==> src/rtl/core/ntpdst_pkg.sv <==
// ntpdst_pkg: shared types, constants and helper functions for the ntp to local time block
// no dependencies

package ntpdst_pkg;

   localparam int unsigned OP_WIDTH = 34;
   localparam int unsigned DAY_BITS = 17;
   localparam int unsigned HOUR_BITS = 5;
   localparam int unsigned STEP_BITS = 5;

   localparam logic [31:0] NTP_OFFSET = 32'd2208988800;
   // two's complement of 3600, subtracting it adds the dst hour
   localparam logic [31:0] DST_NEG_SHIFT = 32'd4294963696;
   localparam logic [31:0] SEC_PER_DAY = 32'd86400;
   localparam logic [31:0] SEC_PER_HOUR = 32'd3600;

   localparam logic [STEP_BITS-1:0] DAY_TOP_BIT = STEP_BITS'(DAY_BITS - 1);
   localparam logic [STEP_BITS-1:0] HOUR_TOP_BIT = STEP_BITS'(HOUR_BITS - 1);

   // epoch year residues
   localparam logic [1:0] EPOCH_MOD4 = 2'd2;
   localparam logic [6:0] EPOCH_MOD100 = 7'd70;
   localparam logic [8:0] EPOCH_MOD400 = 9'd370;
   // (1970 + 1970/4) mod 7
   localparam logic [2:0] EPOCH_Q7 = 3'd5;

   // zero-based month codes
   localparam logic [3:0] MON_FEB = 4'd1;
   localparam logic [3:0] MON_MAR = 4'd2;
   localparam logic [3:0] MON_APR = 4'd3;
   localparam logic [3:0] MON_JUN = 4'd5;
   localparam logic [3:0] MON_SEP = 4'd8;
   localparam logic [3:0] MON_OCT = 4'd9;
   localparam logic [3:0] MON_NOV = 4'd10;
   localparam logic [3:0] MON_DEC = 4'd11;

   typedef enum logic [3:0] {
      ST_IDLE,
      ST_LOAD,
      ST_DAYS,
      ST_HOURS,
      ST_YEARS,
      ST_MONTHS,
      ST_DECIDE,
      ST_ADJUST,
      ST_DONE
   } state_type;

   typedef struct packed {
      logic [31:0] utc_seconds;
      logic [31:0] local_seconds;
      logic dst_active;
   } result_type;

   function automatic logic [4:0] month_len(input logic [3:0] m, input logic leap);
      logic [4:0] len;
      case (m) inside
         MON_FEB: len = leap ? 5'd29 : 5'd28;
         MON_APR, MON_JUN, MON_SEP, MON_NOV: len = 5'd30;
         default: len = 5'd31;
      endcase
      return len;
   endfunction

   // residue mod 7 of a value below 14
   function automatic logic [2:0] mod7_small(input logic [3:0] v);
      logic [3:0] r;
      r = (v >= 4'd7) ? (v - 4'd7) : v;
      return r[2:0];
   endfunction

endpackage

==> src/rtl/core/ntpdst_sub.sv <==
// ntpdst_sub: shared subtract and compare unit
// depends on ntpdst_pkg

module ntpdst_sub (
   input  logic [ntpdst_pkg::OP_WIDTH-1:0] op_a,
   input  logic [ntpdst_pkg::OP_WIDTH-1:0] op_b,
   output logic [ntpdst_pkg::OP_WIDTH-1:0] diff,
   output logic                            borrow
);
   import ntpdst_pkg::*;

   logic [OP_WIDTH:0] full_diff;

   assign full_diff = {1'b0, op_a} - {1'b0, op_b};
   assign diff = full_diff[OP_WIDTH-1:0];
   assign borrow = full_diff[OP_WIDTH];

endmodule

==> src/rtl/core/ntpdst_core.sv <==
// ntpdst_core: sequencer and datapath for the calendar breakdown and dst decision
// depends on ntpdst_pkg and ntpdst_sub

module ntpdst_core (
   input  logic                     clock,
   input  logic                     reset,
   input  logic                     start,
   input  logic [31:0]              ntp_seconds,
   input  logic                     ack,
   output logic                     idle,
   output logic                     done,
   output ntpdst_pkg::result_type   result
);
   import ntpdst_pkg::*;

   state_type state_ff, state_in;

   logic [31:0]           rem_ff, rem_in;
   logic [31:0]           utc_ff, utc_in;
   logic [31:0]           local_ff, local_in;
   logic [DAY_BITS-1:0]   days_ff, days_in;
   logic [HOUR_BITS-1:0]  hour_ff, hour_in;
   logic [STEP_BITS-1:0]  step_ff, step_in;
   logic [1:0]            y4_ff, y4_in;
   logic [6:0]            y100_ff, y100_in;
   logic [8:0]            y400_ff, y400_in;
   logic [2:0]            q7_ff, q7_in;
   logic [3:0]            month_ff, month_in;
   logic                  dst_ff, dst_in;

   logic [OP_WIDTH-1:0] op_a, op_b, diff;
   logic                borrow;
   logic                leap;
   logic                dst_calc;
   logic [5:0]          day_num, begin_day, end_day;
   logic [3:0]          q7_sum;

   ntpdst_sub u_sub (
      .op_a   (op_a),
      .op_b   (op_b),
      .diff   (diff),
      .borrow (borrow)
   );

   assign leap = (y4_ff == 2'd0) && ((y100_ff != 7'd0) || (y400_ff == 9'd0));

   // dst window from the calendar fields
   assign day_num = {1'b0, days_ff[4:0]} + 6'd1;
   assign begin_day = 6'd31 - {3'd0, mod7_small({1'b0, q7_ff} + 4'd4)};
   assign end_day = 6'd31 - {3'd0, mod7_small({1'b0, q7_ff} + 4'd1)};

   always_comb begin
      dst_calc = 1'b0;
      if ((month_ff >= MON_APR) && (month_ff <= MON_SEP)) begin
         dst_calc = 1'b1;
      end else if (month_ff == MON_MAR) begin
         dst_calc = (day_num > begin_day) || ((day_num == begin_day) && (hour_ff >= 5'd2));
      end else if (month_ff == MON_OCT) begin
         dst_calc = (day_num < end_day) || ((day_num == end_day) && (hour_ff == 5'd0));
      end
   end

   // next state
   always_comb begin
      state_in = state_ff;
      case (state_ff)
         ST_IDLE:   if (start) state_in = ST_LOAD;
         ST_LOAD:   state_in = ST_DAYS;
         ST_DAYS:   if (step_ff == '0) state_in = ST_HOURS;
         ST_HOURS:  if (step_ff == '0) state_in = ST_YEARS;
         ST_YEARS:  if (borrow) state_in = ST_MONTHS;
         ST_MONTHS: if ((month_ff == MON_DEC) || borrow) state_in = ST_DECIDE;
         ST_DECIDE: state_in = ST_ADJUST;
         ST_ADJUST: state_in = ST_DONE;
         ST_DONE:   if (ack) state_in = ST_IDLE;
         default:   state_in = ST_IDLE;
      endcase
   end

   // shared unit operands and handshake outputs
   always_comb begin
      op_a = {2'b00, rem_ff};
      op_b = '0;
      idle = 1'b0;
      done = 1'b0;
      case (state_ff)
         ST_IDLE:   idle = 1'b1;
         ST_LOAD:   op_b = {2'b00, NTP_OFFSET};
         ST_DAYS:   op_b = {2'b00, SEC_PER_DAY} << step_ff;
         ST_HOURS:  op_b = {2'b00, SEC_PER_HOUR} << step_ff;
         ST_YEARS: begin
            op_a = OP_WIDTH'(days_ff);
            op_b = leap ? OP_WIDTH'(366) : OP_WIDTH'(365);
         end
         ST_MONTHS: begin
            op_a = OP_WIDTH'(days_ff);
            op_b = OP_WIDTH'(month_len(month_ff, leap));
         end
         ST_ADJUST: begin
            op_a = {2'b00, utc_ff};
            op_b = {2'b00, DST_NEG_SHIFT};
         end
         ST_DONE:   done = 1'b1;
         default:   op_b = '0;
      endcase
   end

   assign q7_sum = {1'b0, q7_ff} + ((y4_ff == 2'd3) ? 4'd2 : 4'd1);

   // datapath updates
   always_comb begin
      rem_in = rem_ff;
      utc_in = utc_ff;
      local_in = local_ff;
      days_in = days_ff;
      hour_in = hour_ff;
      step_in = step_ff;
      y4_in = y4_ff;
      y100_in = y100_ff;
      y400_in = y400_ff;
      q7_in = q7_ff;
      month_in = month_ff;
      dst_in = dst_ff;
      case (state_ff)
         ST_IDLE: begin
            if (start) rem_in = ntp_seconds;
         end
         ST_LOAD: begin
            rem_in = diff[31:0];
            utc_in = diff[31:0];
            days_in = '0;
            hour_in = '0;
            step_in = DAY_TOP_BIT;
         end
         ST_DAYS: begin
            if (!borrow) begin
               rem_in = diff[31:0];
               days_in[step_ff] = 1'b1;
            end
            step_in = (step_ff == '0) ? HOUR_TOP_BIT : step_ff - 1'b1;
            if (step_ff == '0) begin
               y4_in = EPOCH_MOD4;
               y100_in = EPOCH_MOD100;
               y400_in = EPOCH_MOD400;
               q7_in = EPOCH_Q7;
            end
         end
         ST_HOURS: begin
            if (!borrow) begin
               rem_in = diff[31:0];
               hour_in[step_ff[2:0]] = 1'b1;
            end
            if (step_ff != '0) step_in = step_ff - 1'b1;
         end
         ST_YEARS: begin
            if (borrow) begin
               month_in = '0;
            end else begin
               days_in = diff[DAY_BITS-1:0];
               y4_in = y4_ff + 1'b1;
               y100_in = (y100_ff == 7'd99) ? 7'd0 : y100_ff + 1'b1;
               y400_in = (y400_ff == 9'd399) ? 9'd0 : y400_ff + 1'b1;
               q7_in = mod7_small(q7_sum);
            end
         end
         ST_MONTHS: begin
            if ((month_ff != MON_DEC) && !borrow) begin
               days_in = diff[DAY_BITS-1:0];
               month_in = month_ff + 1'b1;
            end
         end
         ST_DECIDE: dst_in = dst_calc;
         ST_ADJUST: local_in = dst_ff ? diff[31:0] : utc_ff;
         default:   dst_in = dst_ff;
      endcase
   end

   always_ff @(posedge clock) begin
      if (reset) begin
         state_ff <= ST_IDLE;
      end else begin
         state_ff <= state_in;
      end
   end

   always_ff @(posedge clock) begin
      rem_ff <= rem_in;
      utc_ff <= utc_in;
      local_ff <= local_in;
      days_ff <= days_in;
      hour_ff <= hour_in;
      step_ff <= step_in;
      y4_ff <= y4_in;
      y100_ff <= y100_in;
      y400_ff <= y400_in;
      q7_ff <= q7_in;
      month_ff <= month_in;
      dst_ff <= dst_in;
   end

   assign result.utc_seconds = utc_ff;
   assign result.local_seconds = local_ff;
   assign result.dst_active = dst_ff;

endmodule

==> src/rtl/core/ntp_seconds_to_local_dst_time.sv <==
// ntp_seconds_to_local_dst_time: ntp seconds to unix utc and local dst-adjusted seconds
// the sequencer walks the shared subtract unit: ntp offset, days and hours bit by bit, then
// whole years since 1970 and whole months into the year, then the dst decision and adjust;
// one request at a time, a new one is taken only after the last result has been handed over
// reset: synchronous active high, clears the sequencer and the result valid flag
// depends on ntpdst_pkg and ntpdst_core

module ntp_seconds_to_local_dst_time (
   input  logic        clock,
   input  logic        reset,
   input  logic        req_valid,
   output logic        req_stall,
   input  logic [31:0] req_ntp_seconds,
   output logic        rsp_valid,
   input  logic        rsp_stall,
   output logic [31:0] rsp_utc_seconds,
   output logic [31:0] rsp_local_seconds,
   output logic        rsp_dst_active
);
   import ntpdst_pkg::*;

   // sequencer handshake
   logic       core_idle;
   logic       core_done;
   logic       core_ack;
   result_type core_result;

   // output register parts the core from the result channel
   logic        rsp_valid_ff, rsp_valid_in;
   result_type  rsp_data_ff, rsp_data_in;

   // a request is taken only while the sequencer sits idle
   assign req_stall = !core_idle;

   // hand the finished result over when the output register is free or draining
   assign core_ack = core_done && (!rsp_valid_ff || !rsp_stall);

   ntpdst_core u_core (
      .clock       (clock),
      .reset       (reset),
      .start       (req_valid && core_idle),
      .ntp_seconds (req_ntp_seconds),
      .ack         (core_ack),
      .idle        (core_idle),
      .done        (core_done),
      .result      (core_result)
   );

   always_comb begin
      rsp_valid_in = rsp_valid_ff;
      rsp_data_in = rsp_data_ff;
      if (core_ack) begin
         rsp_valid_in = 1'b1;
         rsp_data_in = core_result;
      end else if (!rsp_stall) begin
         rsp_valid_in = 1'b0;
      end
   end

   always_ff @(posedge clock) begin
      if (reset) begin
         rsp_valid_ff <= 1'b0;
      end else begin
         rsp_valid_ff <= rsp_valid_in;
      end
   end

   // payload needs no reset
   always_ff @(posedge clock) begin
      rsp_data_ff <= rsp_data_in;
   end

   assign rsp_valid = rsp_valid_ff;
   assign rsp_utc_seconds = rsp_data_ff.utc_seconds;
   assign rsp_local_seconds = rsp_data_ff.local_seconds;
   assign rsp_dst_active = rsp_data_ff.dst_active;

endmodule

==> config.mk <==
export PLATFORM = sky130hd
export DESIGN_NAME = ntp_seconds_to_local_dst_time
export DESIGN_NICKNAME = d
export VERILOG_FILES = /design/src/rtl/core/ntpdst_pkg.sv /design/src/rtl/core/ntpdst_sub.sv /design/src/rtl/core/ntpdst_core.sv /design/src/rtl/core/ntp_seconds_to_local_dst_time.sv
export SDC_FILE = /design/constraint.sdc
export NUM_CORES = 1
export LEC_CHECK = 0
export BUFFER_PORTS_ARGS = -buffer_cell sky130_fd_sc_hd__clkbuf_2
export CAP_MARGIN = 20
export CORE_MARGIN = 8
export CORE_UTILIZATION = 45
export CTS_BUF_LIST = sky130_fd_sc_hd__clkbuf_4 sky130_fd_sc_hd__clkbuf_8
export DETAILED_ROUTE_END_ITERATION = 10
export PLACE_DENSITY_LB_ADDON = 0.2
export SLEW_MARGIN = 20
export SYNTH_ARGS = -nofsm -noshare
export SYNTH_HDL_FRONTEND = slang
export SYNTH_SLANG_ARGS = --single-unit
==> constraint.sdc <==
create_clock -name clock -period 10 [get_ports clock]
set_clock_uncertainty 0.15 [all_clocks]
set_input_delay 0 -clock clock [delete_from_list [all_inputs] [get_ports clock]]
set_output_delay 0 -clock clock [all_outputs]
set_load 0.05 [all_outputs]
---- Yosys cells after proc, flatten, opt, wreduce, memory -nomap -nowiden ----
Cells that the tools add are included.
word-level totals
  logic and storage cells ................. 181
  input port bits ......................... 36
  bits in registers ....................... 219
cells by class
  reduce and logical (&&, ||, !) cells .... 41
  bitwise logic cells ..................... 2
  add/sub/neg operators ................... 15
  equality and inequality tests ........... 35
  multiplexer cells ....................... 57
  shift-type cells ........................ 2
  $lt $le $gt $ge ......................... 12
operator list
  cell                                                                     count
  34-bit one-hot mux with 6 select lines                                   1
  32-bit two-way mux                                                       3
  32-bit one-hot mux with 3 select lines                                   1
  17-bit one-hot mux with 4 select lines                                   1
  32-bit one-hot mux with 2 select lines                                   1
  17-bit two-way mux                                                       3
  4-bit one-hot mux with 9 select lines                                    1
  32-bit by 34-bit subtractor with 35-bit output                           1
  12-bit by 5-bit left shift with 34-bit output, first input constant      1
  17-bit by 5-bit left shift with 34-bit output, first input constant      1
  4-bit two-way mux                                                        8
  9-bit two-way mux                                                        3
  7-bit two-way mux                                                        3
  4-bit by 3-bit == test with 1-bit output, second input constant          5
  4-bit == test, second input constant                                     5
  5-bit two-way mux                                                        4
  9-bit one-hot mux with 2 select lines                                    1
  17-bit bitwise OR                                                        1
  4-bit by 2-bit == test with 1-bit output, second input constant          4
  3-bit two-way mux                                                        5
  5-bit one-hot mux with 3 select lines                                    1
  2-bit by 1-bit inequality test with 1-bit output, second input constant  7
  7-bit one-hot mux with 2 select lines                                    1
  6-bit == test                                                            2
  54 further kinds                                                         100

---- Logic depth before layout (Yosys ltp) ----
  word-level depth ........................ 11
  gate-level depth with buffers ........... 22
  gate-level depth less buffers ........... 19

---- By module ----
Synthesis repeated with hierarchy kept, for this count alone.
second synthesis, totals
  cells, all modules ...................... 1189
  area total of the unflattened synthesis .. 12807.3 um^2
by module, submodules not included
  module                         cells an instance  times used  area an instance (um^2)
  ntpdst_core                    812                1           8762.2
  ntpdst_sub                     306                1           2047.0
  ntp_seconds_to_local_dst_time  71                 1           1998.2

---- Least setup slack after synthesis ----
OpenSTA, ideal clock, no wires.
  path kind ............................... register to register
  from .................................... register u_core.state_ff[0]
  to ...................................... register u_core.rem_ff[0], enable pin
  buffers on the path ..................... 3
  cell stages (with the launch flop) ...... 17
  setup slack ............................. 2.595 ns
  setup time .............................. 0.421 ns
  period minus slack after synthesis ...... 7.405 ns
  data arrival time ....................... 6.834 ns
  data required time ...................... 9.429 ns
  cell sequence ........................... dfxtp_1 clkbuf_1 nand2b_1 nor3_1 or2_2 clkbuf_1 a21oi_1 ha_1 clkbuf_1 nand4_1 nor4_1 a32oi_1 o21ai_0 a21oi_1 o21ai_1 nor2_1 nor2_1
on the way
  word-level cells in the longest chain between the ends .. 6
  elaborated cells on any way between the ends .. 18
RTL lines
  what                                            RTL line            text
  from (decl)                                     ntpdst_core.sv:16   state_type state_ff, state_in;
  from (signal assigned)                          ntpdst_core.sv:182  state_ff <= state_in;
  4-bit by 3-bit == test with 1-bit output        ntpdst_core.sv:86   case (state_ff)
  2-bit OR reduction (no source line)             -
  32-bit one-hot mux with 2 select lines          ntpdst_core.sv:86
  32-bit by 34-bit subtractor with 35-bit output  ntpdst_sub.sv:14    assign full_diff = {1'b0, op_a} - {1'b0, op_b};
  2-bit inequality test (no source line)          -
  3-bit AND reduction (no source line) (*)        -
  to (signal assigned)                            ntpdst_core.sv:187  rem_ff <= rem_in;
  to (decl)                                       ntpdst_core.sv:18   logic [31:0] rem_ff, rem_in;
Every way passes the cells marked *; elsewhere a longest branch is shown, timed or not.
A chain may end at the register's enable or synchronous reset.

---- Final worst setup path ----
  from .................................... register u_core.state_ff[1]
  to ...................................... register u_core.rem_ff[24], enable pin
The elaborated chain is that of the path after synthesis.

==> summary.md <==
| Metric | Value |
|---|---|
| Outcome | complete, no violations |
| First-pass GRT wire length | 51100 um |
| Cell Chain, Critical Path | nor4bb_4, buf_4, inv_1, ha_1, nor2b_1, a31oi_1, inv_1, a21oi_1, ha_1, nand3_1, o22ai_1, a22oi_1, o21ai_0, a21oi_1, o21ai_1, nor2_1, nor2_4 |
| Post-Syn Nets | 1237 |
| Post-synth top area cell | edfxtp_1 |
| # placed instances | 1541 |
| Switching share of power | 43.4% |
| Synth Warn # | 0 |
| Final-report hold violation count | 0 |
| Die Ht | 181 um |
| Via-to-Cell Ratio | 5.74 |
| Syn avg cell area | 10.7 sq um |
| DRC | 0 |
| CP max stage delay | 870 ps |
| Iter 0 DRT Violations | 676 |
| Switching pwr | 0.00227 W |
| Maximum clock path buffer count | 3 |
| Clk sinks | 219 |
| DR WL/cell | 19.8 um |
| Grt ovf | 0 |
| Final setup vio count | 0 |
| Tcrit/Tclk final | 63.6% |
| Leak | 5.32 nW |
| Synth cell types | 67 |
| Worst Reg2Reg Path Length in Cells | 17 |
| Core Rows | 60 |
| Initial Utilization | 45.6% |
| Post-DP HPWL | 22600 um |
| Post-CTS setup buffers | 0 |
| Mapped Area | 12200 sq um |
| Synthesized flop and latch total | 219 |
| RSZ-0062 raised after global routing | no |
| Via count of the routed design | 9442 |
| CTS tree | yes |
| Initial antenna violation count | 1 |
| Most common cell after layout, fill and taps aside | edfxtp_1 |
| R2r setup slk | 3640 ps |
| Port Buffers | 102 |
| PostCTS Resize Cnt | 0 |
| Crit path kind | reg2reg |
| Main area contributors after synthesis | edfxtp_1 (53%), ha_1 (6.1%), mux2_2 (4.3%) |
| Most used flip-flop cell after synthesis | edfxtp_1 |
| Area share of the largest cell type after synthesis | 52.6% |
| Largest net degree at the start of global routing | 51 |
| RePlAce Congestion | 0.949 |
| Die Width | 181 um |
| Clk pwr share | 15.5% |
| Slew @ Worst Pin | 1060 ps |
| Critical path launch point type | flip-flop |
| Layout cells sized above 1 | 18.5% |
| Fin area | 14200 sq um |
| Max Slew Vio Count | 0 |
| Peak supply drop | 0.154 mV |
| WHS | 106 ps |
| Sequential Power Share | 32.0% |
| Hold Buf Count CTS | 36 |
| Cell Pwr Density | 369 nW/um^2 |
| Crit path time final | 6360 ps |
| RR Endpoint | u_core.rem_ff[24]$_DFFE_PP_ |
| Fin Setup TNS | 0 ps |
| Number of synthesized flops with an enable pin | 214 |
| Asr flop ratio synth | 0% |
| Clk Latency, worst-skew pair | 540 ps |
| Post-Synthesis Cells | 1139 |
| Min-Delay Endpoint | rsp_valid$_SDFFE_PP0P_ |
| Core area | 26800 sq um |
| Max-cap violations | 0 |
| R2r startpoint | u_core.state_ff[1]$_SDFFE_PP0P_ |
| Seq/Total Area, Yosys | 53.4% |
| Htree depth | 2 |
| Dpl cell area | 13100 sq um |
| Ports | 103 |
| Worst endpoint required time | 9990 ps |
| Drt total wl | 32600 um |
| Synthesis-to-layout area growth | 16.3% |
| CP max-delay cell | nor2_4 |
| Max Clk Rate | 0.157 GHz |
| DRT Pass-1 Iters | 5 |
| Reg clk slew, reported paths | 60 ps |
| Final Util | 53.0% |
| Fin nets | 1374 |
| CP arrival | 6350 ps |
| Slew margin rel. | 28.8% |
| Int Pwr | 0.00297 W |
| Hold Path Stages | 3 |
| Area of the die | 32700 sq um |
| Clock root cell | clkbuf_8 |
| Worst-path maximum fanout | 32 |
| Crit. End Element | flip-flop |
| Remaining antenna violation count | 0 |
| Min-delay src | reset |
| Inserted Clock Buffers | 38 |
| Tot GR Track Use | 19.4% |
| Gate power share | 52.5% |
| Vias in the first global route | 9286 |
| Most frequent cells in the layout | edfxtp_1 (214), nor2_1 (118), clkbuf_2 (102), nand2_1 (98), a21oi_1 (98) |
| Hold Path Class | in2reg |
| Antenna cells | 0 |
| Finished Layout Cells | 1644 |
Yosys cell counts (7+ instances only):
cell type and instances:
nor2_1 119, ha_1 60, xnor2_1 29, nand4_1 13, a22oi_1 7, nand3_1 25, clkbuf_1 42, buf_1 10
nor3_1 20, a21oi_1 99, o22ai_1 35, nand2b_1 7, a22o_1 16, o21ai_0 75, nand2_1 98, a21o_1 16
a31oi_1 15, edfxtp_1 214, mux2_2 47, inv_1 50, nor2b_1 14, xor2_1 17, or2_2 8
cell type report:
cell class                      count  area [sq um]
Clock buffer                       47           597
Clock inverter                     20           149
Fill cell                        2406         12600
Inverter                           51           191
Multi-Input combinational cell    814          5340
Sequential cell                   219          6530
Tap cell                          341           427
Timing Repair Buffer              152           976
per-layer routing:
layer	wire length, um	share of wire (%)	GRT usage, %
met5	0	0	0
met3	1990	6.1	4.09
met1	14900	46	26.0
met2	14800	45	30.9
met4	935	2.9	6.68
cell families after synthesis:
family	count (synthesis)	share of synthesized area, %
flops	219	53.4
compound gates	326	16.6
fa+ha+maj	62	6.47
buf+inv	106	3.34
simple gates	327	12.0
xor+xnor	46	3.30
mux	53	4.82
critical path: cells and delay by family, from the launching register on:
| family | cells | cell delay, ps |
|---|---|---|
| flops | 1 | 710 |
| simple gates | 5 | 1690 |
| buf+inv | 3 | 760 |
| compound gates | 7 | 1950 |
| fa+ha+maj | 2 | 670 |
state kept, by name, summed over array words and instances (netlist names), 5 cells and up:
signal	flops
u_core.rem_ff	32
u_core.days_ff	17
rsp_local_seconds	32
u_core.hour_ff	5
u_core.utc_ff	32
rsp_utc_seconds	32
u_core.local_ff	32
u_core.y100_ff	7
u_core.y400_ff	9
u_core.step_ff	5
worst max-delay path by stage:
stage	to	slack, ps	startpoint	cells after the start
4_1_cts	u_core.rem_ff[24]$_DFFE_PP_	3630	u_core.state_ff[1]$_SDFFE_PP0P_	17
5_1_grt	u_core.rem_ff[1]$_DFFE_PP_	3180	u_core.state_ff[1]$_SDFFE_PP0P_	17
3_3_place_gp	u_core.rem_ff[6]$_DFFE_PP_	3750	u_core.state_ff[1]$_SDFFE_PP0P_	17
2_1_floorplan	u_core.rem_ff[0]$_DFFE_PP_	2600	u_core.state_ff[0]$_SDFFE_PP0P_	16
6_report	u_core.rem_ff[24]$_DFFE_PP_	3640	u_core.state_ff[1]$_SDFFE_PP0P_	17
3_5_place_dp	u_core.rem_ff[10]$_DFFE_PP_	3650	u_core.state_ff[1]$_SDFFE_PP0P_	17
metrics by stage:
stage	worst slack, ps	total power, W
after floorplan	2600	0.00364
after global placement	3750	0.00435
after detailed placement	3650	0.00438
after CTS	3630	0.00523
after global routing	3180	0.00561
final	3640	0.00524
power by group through the flow:
stage	logic [W]	clock network [W]	registers (W)
final	0.00275	0.000813	0.00168
after global routing	0.00303	0.000875	0.00171
after CTS	0.00272	0.000836	0.00167
after detailed placement	0.00269	0	0.00169
after global placement	0.00266	0	0.00168
after floorplan	0.00204	0	0.00160
(Power assumes the default switching activity.)
